[src/hdl/stb_pkg.sv]
// Shared types and constants for the software timer bank.
package stb_pkg;

    localparam int NUM_TIMERS  = 16;
    localparam int COUNT_WIDTH = 16;
    localparam int INDEX_WIDTH = (NUM_TIMERS > 1) ? $clog2(NUM_TIMERS) : 1;

    localparam logic [1:0] KIND_TICK  = 2'd0;
    localparam logic [1:0] KIND_START = 2'd1;
    localparam logic [1:0] KIND_STOP  = 2'd2;

    typedef struct packed {
        logic [1:0]  kind;
        logic [3:0]  timer_index;
        logic [15:0] reload_value;
    } req_beat_t;

    typedef struct packed {
        logic [3:0] expired_index;
        logic       last_event;
    } evt_beat_t;

    typedef struct packed {
        logic accept;
        logic step;
    } ctrl_cmd_t;

    typedef struct packed {
        logic emit_blocked;
        logic scan_done;
    } ctrl_status_t;

endpackage

[src/hdl/stb_ctrl.sv]
// Sequencer that takes request beats and walks the timers on each tick.
module stb_ctrl
(
    input  logic                 clk,
    input  logic                 rst_n,
    input  logic                 req_valid,
    input  logic [1:0]           req_kind,
    output logic                 req_stall,
    input  stb_pkg::ctrl_status_t status,
    output stb_pkg::ctrl_cmd_t    cmd
);

    typedef enum logic [1:0] {
        ST_IDLE = 2'b01,
        ST_SCAN = 2'b10
    } state_t;

    state_t state_reg;
    state_t state_next;

    always_comb
    begin
        state_next = state_reg;
        cmd        = '0;
        req_stall  = 1'b1;
        unique case (state_reg)
            ST_IDLE:
            begin
                req_stall = 1'b0;
                if (req_valid)
                begin
                    cmd.accept = 1'b1;
                    if (req_kind == stb_pkg::KIND_TICK)
                    begin
                        state_next = ST_SCAN;
                    end
                end
            end
            ST_SCAN:
            begin
                if (!status.emit_blocked)
                begin
                    cmd.step = 1'b1;
                    if (status.scan_done)
                    begin
                        state_next = ST_IDLE;
                    end
                end
            end
            default:
            begin
                state_next = ST_IDLE;
            end
        endcase
    end

    always_ff @(posedge clk or negedge rst_n)
    begin
        if (!rst_n)
        begin
            state_reg <= ST_IDLE;
        end
        else
        begin
            state_reg <= state_next;
        end
    end

endmodule

[src/hdl/stb_datapath.sv]
// Timer counts, running flags, expiry mask and the event output register.
module stb_datapath
(
    input  logic                  clk,
    input  logic                  rst_n,
    input  stb_pkg::req_beat_t    req,
    input  stb_pkg::ctrl_cmd_t    cmd,
    output stb_pkg::ctrl_status_t status,
    output logic                  evt_valid,
    input  logic                  evt_stall,
    output stb_pkg::evt_beat_t    evt
);

    localparam int NT = stb_pkg::NUM_TIMERS;
    localparam int CW = stb_pkg::COUNT_WIDTH;
    localparam int IW = stb_pkg::INDEX_WIDTH;

    logic [CW-1:0]      count_reg [NT];
    logic [CW-1:0]      count_next [NT];
    logic [NT-1:0]      running_reg;
    logic [NT-1:0]      running_next;
    logic [NT-1:0]      mask_reg;
    logic [NT-1:0]      mask_next;
    logic [IW-1:0]      scan_index_reg;
    logic [IW-1:0]      scan_index_next;
    logic               evt_valid_reg;
    logic               evt_valid_next;
    stb_pkg::evt_beat_t evt_reg;
    stb_pkg::evt_beat_t evt_next;
    logic [IW-1:0]      sel;
    logic [CW-1:0]      reload;
    logic               sel_in_range;
    logic               emit;

    assign sel          = IW'(req.timer_index);
    assign reload       = CW'(req.reload_value);
    assign sel_in_range = (32'(req.timer_index) < NT);
    assign emit         = cmd.step && mask_reg[0];

    assign status.emit_blocked = mask_reg[0] && evt_valid_reg && evt_stall;
    assign status.scan_done    = (scan_index_reg == IW'(NT - 1));

    assign evt_valid = evt_valid_reg;
    assign evt       = evt_reg;

    always_comb
    begin
        count_next      = count_reg;
        running_next    = running_reg;
        mask_next       = mask_reg;
        scan_index_next = scan_index_reg;
        evt_next        = evt_reg;
        evt_valid_next  = evt_valid_reg && evt_stall;

        if (cmd.accept)
        begin
            scan_index_next = '0;
            if (req.kind == stb_pkg::KIND_START)
            begin
                if (sel_in_range && reload != '0)
                begin
                    count_next[sel]   = reload;
                    running_next[sel] = 1'b1;
                end
            end
            else if (req.kind == stb_pkg::KIND_STOP)
            begin
                if (sel_in_range)
                begin
                    running_next[sel] = 1'b0;
                end
            end
            else if (req.kind == stb_pkg::KIND_TICK)
            begin
                for (int i = 0; i < NT; i++)
                begin
                    mask_next[i] = running_reg[i] && (count_reg[i] == CW'(1));
                end
            end
        end

        if (cmd.step)
        begin
            if (running_reg[scan_index_reg])
            begin
                count_next[scan_index_reg] = count_reg[scan_index_reg] - CW'(1);
            end
            if (mask_reg[0])
            begin
                running_next[scan_index_reg] = 1'b0;
            end
            mask_next       = mask_reg >> 1;
            scan_index_next = scan_index_reg + IW'(1);
        end

        if (emit)
        begin
            evt_valid_next         = 1'b1;
            evt_next.expired_index = 4'(scan_index_reg);
            evt_next.last_event    = ((mask_reg >> 1) == '0);
        end
    end

    always_ff @(posedge clk or negedge rst_n)
    begin
        if (!rst_n)
        begin
            running_reg    <= '0;
            mask_reg       <= '0;
            scan_index_reg <= '0;
            evt_valid_reg  <= 1'b0;
            for (int i = 0; i < NT; i++)
            begin
                count_reg[i] <= '0;
            end
        end
        else
        begin
            running_reg    <= running_next;
            mask_reg       <= mask_next;
            scan_index_reg <= scan_index_next;
            evt_valid_reg  <= evt_valid_next;
            count_reg      <= count_next;
        end
    end

    always_ff @(posedge clk)
    begin
        evt_reg <= evt_next;
    end

endmodule

[src/hdl/software_timer_bank.sv]
// Top level of the software timer bank.
// A bank of one-shot down-counting timers. Start and stop beats produce no events. A
// tick beat makes the sequencer walk the timers one per cycle through a single
// decrement path, except that the walk pauses while an expiry event waits because the
// output register still holds a stalled beat. Expiry events leave in ascending timer
// index, and the final one of a tick carries last_event. The request side is stalled
// while a tick is walked.
module software_timer_bank
(
    input  logic               clk,
    input  logic               rst_n,
    input  logic               req_valid,
    output logic               req_stall,
    input  stb_pkg::req_beat_t req,
    output logic               evt_valid,
    input  logic               evt_stall,
    output stb_pkg::evt_beat_t evt
);

    stb_pkg::ctrl_cmd_t    cmd;
    stb_pkg::ctrl_status_t status;

    stb_ctrl u_ctrl
    (
        .clk       (clk),
        .rst_n     (rst_n),
        .req_valid (req_valid),
        .req_kind  (req.kind),
        .req_stall (req_stall),
        .status    (status),
        .cmd       (cmd)
    );

    stb_datapath u_datapath
    (
        .clk       (clk),
        .rst_n     (rst_n),
        .req       (req),
        .cmd       (cmd),
        .status    (status),
        .evt_valid (evt_valid),
        .evt_stall (evt_stall),
        .evt       (evt)
    );

endmodule

[config.mk]
export PLATFORM = sky130hd
export DESIGN_NAME = software_timer_bank
export DESIGN_NICKNAME = d
export VERILOG_FILES = /design/src/hdl/stb_pkg.sv /design/src/hdl/stb_ctrl.sv /design/src/hdl/stb_datapath.sv /design/src/hdl/software_timer_bank.sv
export SDC_FILE = /design/constraint.sdc
export NUM_CORES = 1
export LEC_CHECK = 0
export BUFFER_PORTS_ARGS = -buffer_cell sky130_fd_sc_hd__buf_2
export CORE_UTILIZATION = 54
export DETAILED_ROUTE_END_ITERATION = 7
export PLACE_DENSITY = 0.8
export SETUP_SLACK_MARGIN = 0.1
export SLEW_MARGIN = 25
export SYNTH_ARGS = -nofsm -noshare
export SYNTH_HDL_FRONTEND = slang
export SYNTH_HIERARCHICAL = 1
export SYNTH_SLANG_ARGS = --single-unit
[constraint.sdc]
create_clock -name clk -period 3.8 [get_ports clk]
set_clock_uncertainty 0.2 [all_clocks]
set_input_delay 0.76 -clock clk [delete_from_list [all_inputs] [get_ports clk]]
set_output_delay 0.76 -clock clk [all_outputs]
set_load 0.05 [all_outputs]
==> results of run 1 <==
repair_timing:
action	4_1_cts	5_1_grt
gates cloned	0	2
setup endpoints to repair	16	61
resized for setup	1	4
setup buffers	0	2
pin swaps	0	1
synth_stat cells (2+ instances only):
master	instances	area share
nand4_1	7	0.0026
ha_1	5	0.0037
o21ai_0	133	0.039
dfrtp_1	294	0.43
nor3b_1	17	0.0074
xor2_1	2	0.0010
nand2_2	11	0.0040
xnor2_2	3	0.0028
a21oi_2	10	0.0051
nor3_1	5	0.0015
nand3b_1	2	0.00088
buf_1	9	0.0020
or2_2	2	0.00073
a22oi_1	55	0.024
clkbuf_1	100	0.022
buf_6	4	0.0026
o21ai_1	18	0.0053
buf_2	23	0.0067
nor4_1	40	0.015
inv_1	6	0.0013
nor2b_1	7	0.0026
o21ai_2	10	0.0051
nor4b_1	16	0.0082
nand3_1	35	0.010
o31ai_1	2	0.00088
and3_1	7	0.0026
a21oi_1	119	0.035
xnor2_1	6	0.0031
a32o_1	2	0.0012
mux2_2	129	0.085
edfxtp_1	5	0.0088
or4_4	2	0.0013
nor2_1	168	0.037
mux2i_1	129	0.075
mux4_2	69	0.091
nor4_2	2	0.0015
buf_4	2	0.00088
nand2b_1	7	0.0026
xor2_2	2	0.0019
and2_1	4	0.0015
nand2_1	166	0.036
power by group:
part	internal, mW	leakage, nW	switching, mW
clock network	1.97	0.551	1.33
registers	3.59	4.00	0.370
logic	1.04	4.41	1.56
total	6.60	8.96	3.26
routing by layer:
metal	vias to the layer above	wire, microns	track usage
met3	245	6190	0.0732
met2	1002	24600	0.515
met5	-	0	0
met1	7103	19700	0.425
met4	0	2840	0.161
li1	6011	-	-
cell type report:
class,instances,area share
tap,396,0.0258
clock inverter,5,0.00144
multi-input combinational,1206,0.471
clock buffer,54,0.0569
timing repair buffer,106,0.0496
inverter,7,0.00137
sequential,300,0.393
antenna,1,0.000131
cells by family (layout without fill, tap and decap cells):
| kind of cell | count (synthesis) | after routing | synth area share |
|---|---|---|---|
| compound gates | 354 | 354 | 0.118 |
| fa+ha+maj | 5 | 5 | 0.00365 |
| other cells | 0 | 1 | 0 |
| mux | 327 | 327 | 0.251 |
| simple gates | 507 | 507 | 0.141 |
| flops | 300 | 300 | 0.440 |
| buf+inv | 148 | 172 | 0.0380 |
| xor+xnor | 13 | 13 | 0.00884 |
per-stage QoR:
step           cells  hold slack (ns)  cell area, sq um
6_report        2075           0.0337             19200
3_3_place_gp    2011            0.274             17900
4_1_cts         2070           0.0854             19000
5_1_grt         2074           0.0897             19200
3_5_place_dp    2011            0.292             17900
2_1_floorplan   1654            0.223             17100
final timing paths:
path / to / slack [ns] / cells after the start
min reg2reg: u_datapath/evt_valid$_DFF_PN0_ / 0.31 / 1
max in group asynchronous: u_datapath/count_reg[241]$_DFF_PN0_ / 2.40 / 2
min: u_datapath/count_reg[93]$_DFF_PN0_ / 0.03 / 1
max reg2reg: u_datapath/count_reg[239]$_DFF_PN0_ / 0.22 / 10
max: u_datapath/count_reg[239]$_DFF_PN0_ / 0.22 / 10
min in group clk: u_ctrl/state_reg[0]$_DFFE_PN1P_ / 0.23 / 2
==> metrics.log, run 1 <==
INFO  metric clk_path_buf_depth = 3
INFO  metric layout.cells.most_common = dfrtp_1
INFO  metric global_route.usage.total = 0.326
INFO  metric sequential_cell_area = about 7500 sq um
INFO  metric outcome = finished clean
INFO  metric most-common-layout-cells = dfrtp_1, nand2_1, nor2_1
INFO  metric final_core_util = 0.620
INFO  metric grt_max_degree = 86
INFO  metric drt_iter0_markers = around 1800
INFO  metric clock_tree.htree_level_count = 2
INFO  metric clock-sinks = 300
INFO  metric timing.final.max_slew_violations = 0
INFO  metric dr_total_vias = between 10000 and 15000
INFO  metric final.setup.worst_slack = between 0.2 and 0.25 ns
INFO  metric nFillCells = approximately 2400
INFO  metric min-delay-path-class = input pin to asynchronous set/reset pin
INFO  metric fmax = 280 MHz
INFO  metric clkTransAtPathRegs = roughly 0.060 ns
INFO  metric netlist_instances = 1654
INFO  metric dr.pass1.iters = 6
INFO  metric initial_utilization = 0.554
INFO  metric avg_inst_size_synth = ~10 sq um
INFO  metric leakagePower = roughly 9 nW
INFO  metric path_delay_family = simple AND/OR/NAND/NOR gates
INFO  metric asr_flop_ratio_synth = 0.983
INFO  metric syn_area = ~17000 sq um
INFO  metric slowest_library_cell_on_the_worst_path = dfrtp_4
INFO  metric crit_start_category = flop
INFO  metric max_slew_margin = 0.490
INFO  metric setup_repair_after_global_routing_missed_its_margin = false
INFO  metric crit_required = slightly below 4 ns
INFO  metric finish.net_count = about 1700
INFO  metric io_buffers = 32
INFO  metric cts_buffers = 35
INFO  metric multiInputGateArea = 9040 sq um
INFO  metric critical_path_most_common_cell = nand2_1
INFO  metric chip_width = between 150 and 200 microns
INFO  metric critical_path.max_stage_delay = roughly 0.54 ns
INFO  metric cp-startpoint = u_datapath/scan_index_reg[0]$_DFFE_PN0N_
INFO  metric post-layout-total-power = just under 10 mW
INFO  metric ant_nets = 0
INFO  metric hold_viol_final = 0
INFO  metric period_minus_slack = between 3 and 4 ns
INFO  metric finalWirelength = 53300 microns
INFO  metric viasPerCell = ~7
INFO  metric final_sum_of_negative_setup_slack = 0 ns
INFO  metric flip_flop_count_of_the_largest_register_all_copies_and_words_added = 256
INFO  metric worstReg2RegStart = u_datapath/scan_index_reg[0]$_DFFE_PN0N_
INFO  metric dp.final_hpwl = between 30000 and 40000 microns
INFO  metric tritoncts = yes
INFO  metric synth_enable_flop_cells = 5
INFO  metric mappedNetlistNets = 1685
INFO  metric max_slew.worst_pin.slew = between 0.7 and 0.8 ns
INFO  metric worstPathMaxFanout = 16
INFO  metric chain_of_cells_forming_the_critical_path = buf_4 -> mux4_2 -> a22oi_1 -> nand2_1 -> nor4_4 -> nand2_1 -> nor3_2 -> xnor2_2 -> buf_12 -> a21oi_1
INFO  metric vdd.ir_drop.worst = ~0.3 mV
INFO  metric path_buf_inv = 2
INFO  metric setup_viol = 0
INFO  metric synth.ff_latch_count = 300
INFO  metric synth.lib_cells_used.distinct = 60
INFO  metric place_congestion = about 0.96
INFO  metric grt_first_pass_wirelength = between 80000 and 90000 microns
INFO  metric timing.setup.critical_path_class = flop to flop
INFO  metric io-pin-count = 33
INFO  metric drive_above_1_share = 0.254
INFO  metric min_period_over_period = 0.941
INFO  metric die_h = between 150 and 200 microns
INFO  metric ys_warn_count = 6
INFO  metric grt_pass1_vias = about 14000
INFO  metric syn_to_final_growth = 11.9%
INFO  metric grt_antenna_before_repair = 2
INFO  metric power.density_cell_area = between 500 and 600 nW/um^2
INFO  metric wire_per_inst = 25.7 microns
INFO  metric worst_setup_path_end_kind = flop
INFO  metric cts_hold_repair.buffers = 0
INFO  metric rows = 64
INFO  metric globalRoute.totalOverflow = 0
INFO  metric remaining_drcs = 0
INFO  metric yosysSeqAreaShare = 0.440
INFO  metric ys.flop_type = dfrtp_1
INFO  metric cp_data_arrival_time = 3.74 ns
INFO  metric root_buffer = clkbuf_16
INFO  metric die_area = 32400 sq um
INFO  metric timing.max_cap.violations = 0
INFO  metric design.core.area = approximately 30000 sq um
INFO  metric pre_cts_ws = -0.0308 ns
INFO  metric clock_latency_at_the_later_pin_of_the_worst_skew_pair = 0.51 ns
Power figures use the tool's default switching activity.
==> run 2, diff against run 1 <==
Settings changed: ABC_CLOCK_PERIOD_IN_PS from default to 3800, CELL_PAD_IN_SITES_DETAIL_PLACEMENT from default to 1, CELL_PAD_IN_SITES_GLOBAL_PLACEMENT from default to 1, CORE_UTILIZATION 54 to 46, PLACE_DENSITY 0.8 to 0.84.
==> run 2 against run 1 <==
Sequential share of layout area is 0.59 points lower. Largest power group unchanged. Via count is 2.9% higher. Core utilization is 8.9 points lower. Non-clock buffer count is 21 higher. Final area is 1.5% higher. Highest routed layer is now met5. Register-to-register slack worse by 0.14 ns. Worst setup slack worse by 0.14 ns.
==> metrics.log, run 2 (synthesis gave the netlist of run 1 again) <==
INFO  metric wire_per_inst = between 20 and 30 microns
INFO  metric flip_flop_count_of_the_largest_register_all_copies_and_words_added = 256
INFO  metric grt_pass1_vias = approximately 16000
INFO  metric timing.final.max_slew_violations = 0
INFO  metric grt_first_pass_wirelength = ~97000 microns
INFO  metric worstPathMaxFanout = 16
INFO  metric share_clk_of_total_power = 0.345
INFO  metric io_buffers = 32
INFO  metric hold_viol_final = 0
INFO  metric layout.cells.most_common = dfrtp_1
INFO  metric power.net_switching = approximately 3.5 mW
INFO  metric globalRoute.totalOverflow = 0
INFO  metric final_core_util = 0.532
INFO  metric max_slew.worst_pin.slew = 0.842 ns
INFO  metric p_seq_frac = 0.391
INFO  metric remaining_drcs = 0
INFO  metric min-delay-path-class = input pin to asynchronous set/reset pin
INFO  metric globalRoute.busiestLayer = met2
INFO  metric timing.reg2reg.worst_path_depth = 11
INFO  metric cp_data_arrival_time = about 3.9 ns
INFO  metric setup_repair_after_global_routing_missed_its_margin = true
INFO  metric cts_buffers = 36
INFO  metric clk_path_buf_depth = 3
INFO  metric min_period_over_period = 0.979
INFO  metric period_minus_slack = 3.72 ns
INFO  metric critical_path.max_stage_delay = just over 0.6 ns
INFO  metric placed_cells = approximately 2100
INFO  metric design.core.area = roughly 37000 sq um
INFO  metric dr_total_vias = around 15000
INFO  metric place_congestion = just over 0.9
INFO  metric grt_util_met2 = 0.559
INFO  metric outcome = finished clean
INFO  metric finish.cell_count_without_fillers = around 2200
INFO  metric most-common-layout-cells = dfrtp_1, nand2_1, nor2_1
INFO  metric chain_of_cells_forming_the_critical_path = buf_12 -> mux4_2 -> nand2_1 -> nand4_1 -> buf_4 -> nor4_2 -> nand2_1 -> nor4_2 -> xnor2_1 -> buf_4 -> a21oi_1
INFO  metric fmax = 269 MHz
INFO  metric final_sum_of_negative_setup_slack = 0 ns
INFO  metric finalWirelength = 63700 microns
INFO  metric io-pin-count = 33
INFO  metric max_slew_margin = 0.431
INFO  metric worst_setup_path_end_kind = flop
INFO  metric clkTransAtPathRegs = 0.06 ns
INFO  metric dp.final_hpwl = roughly 41000 microns
INFO  metric grt_antenna_before_repair = 2
INFO  metric die_h = between 150 and 200 microns
INFO  metric chip_width = 195 microns
INFO  metric grt_util_met1 = 0.424
INFO  metric global_route.usage.total = 0.333
INFO  metric clock_latency_at_the_later_pin_of_the_worst_skew_pair = around 0.54 ns
INFO  metric ant_nets = 0
INFO  metric dr.pass1.iters = 5
INFO  metric leakagePower = between 9 and 10 nW
INFO  metric root_buffer = clkbuf_16
INFO  metric power.density_cell_area = 524 nW/um^2
INFO  metric switching_share = 0.343
INFO  metric syn_to_final_growth = 13.6%
INFO  metric share_comb_of_total_power = 0.265
INFO  metric internal_power = roughly 6.7 mW
INFO  metric timing.setup.critical_path_class = flop to flop
INFO  metric rows = 70
INFO  metric drive_above_1_share = 0.265
INFO  metric setup_viol = 0
INFO  metric clock-sinks = 300
INFO  metric vdd.ir_drop.worst = roughly 0.35 mV
INFO  metric grt.met3_usage = 0.0532
INFO  metric die_area = between 30000 and 40000 sq um
INFO  metric timing.max_cap.violations = 0
INFO  metric initial_utilization = 0.468
INFO  metric finish.net_count = ~1700
INFO  metric crit_required = 3.98 ns
INFO  metric clock_tree.htree_level_count = 2
INFO  metric drt_iter0_markers = 1573
INFO  metric grt_max_degree = between 90 and 100
INFO  metric slowest_library_cell_on_the_worst_path = mux4_2
INFO  metric crit_start_category = flop
INFO  metric viasPerCell = 6.81
INFO  metric tritoncts = yes
-- run 2: cell type report --
class,instances,area (sq um)
tap,468,586
inverter,7,26.3
timing repair buffer,127,1090
sequential,300,7540
clock buffer,53,1050
clock inverter,8,118
antenna,1,2.50
fill,3915,17100
multi-input combinational,1206,9050
-- run 2: timing repair --
item	4_1_cts	5_1_grt
setup endpoints to repair	10	97
hold buffers	0	0
pin swaps	0	1
cloned	0	2
gates resized for setup	2	12
buffers inserted	0	14
-- run 2: path summary, 6_finish.rpt --
check,start,end,slack [ns]
worst max-delay path,u_datapath/scan_index_reg[0]$_DFFE_PN0N_,u_datapath/count_reg[123]$_DFF_PN0_,0.08
worst min-delay path,rst_n,u_datapath/count_reg[83]$_DFF_PN0_,0.08
max in group asynchronous,rst_n,u_datapath/count_reg[191]$_DFF_PN0_,2.30
min in group clk,req_valid,u_ctrl/state_reg[0]$_DFFE_PN1P_,0.23
worst min register to register,u_datapath/evt_valid$_DFF_PN0_,u_datapath/evt_valid$_DFF_PN0_,0.29
worst max register to register,u_datapath/scan_index_reg[0]$_DFFE_PN0N_,u_datapath/count_reg[123]$_DFF_PN0_,0.08
-- run 2: critical path, delay by kind of cell, from the launching register on --
| family | cells | cell delay [ns] |
|---|---|---|
| compound gates | 1 | 0.12 |
| xor+xnor | 1 | 0.17 |
| buf+inv | 3 | 0.70 |
| flops | 1 | 0.52 |
| mux | 1 | 0.61 |
| simple gates | 5 | 1.22 |
-- run 2: power by group through the flow --
stage,Combinational (mW),Clock (mW),Sequential [mW]
floorplan,1.59,0,3.83
global placement,2.35,0,3.97
detailed placement,2.48,0,4.00
CTS,2.54,3.54,3.96
global route,2.83,3.64,4.01
finish,2.70,3.52,3.99
-- run 2: through the flow --
stage          hold WS (ns)  total power, mW  setup WS [ns]  area, sq um
5_1_grt               0.141             10.5         0.0110        19500
3_3_place_gp          0.279             6.32          0.271        18100
2_1_floorplan         0.223             5.42          0.107        17100
3_5_place_dp          0.286             6.48         0.0554        18100
4_1_cts               0.111             10.0          0.117        19300
6_report             0.0804             10.2         0.0808        19500
-- run 2: per-layer routing --
| layer | up-vias | wire [microns] | part of all wire |
|---|---|---|---|
| li1 | 6060 | - | - |
| met1 | 7613 | 23900 | 0.38 |
| met2 | 863 | 31200 | 0.49 |
| met3 | 233 | 5440 | 0.085 |
| met4 | 2 | 3140 | 0.049 |
| met5 | - | 12 | 0.00019 |
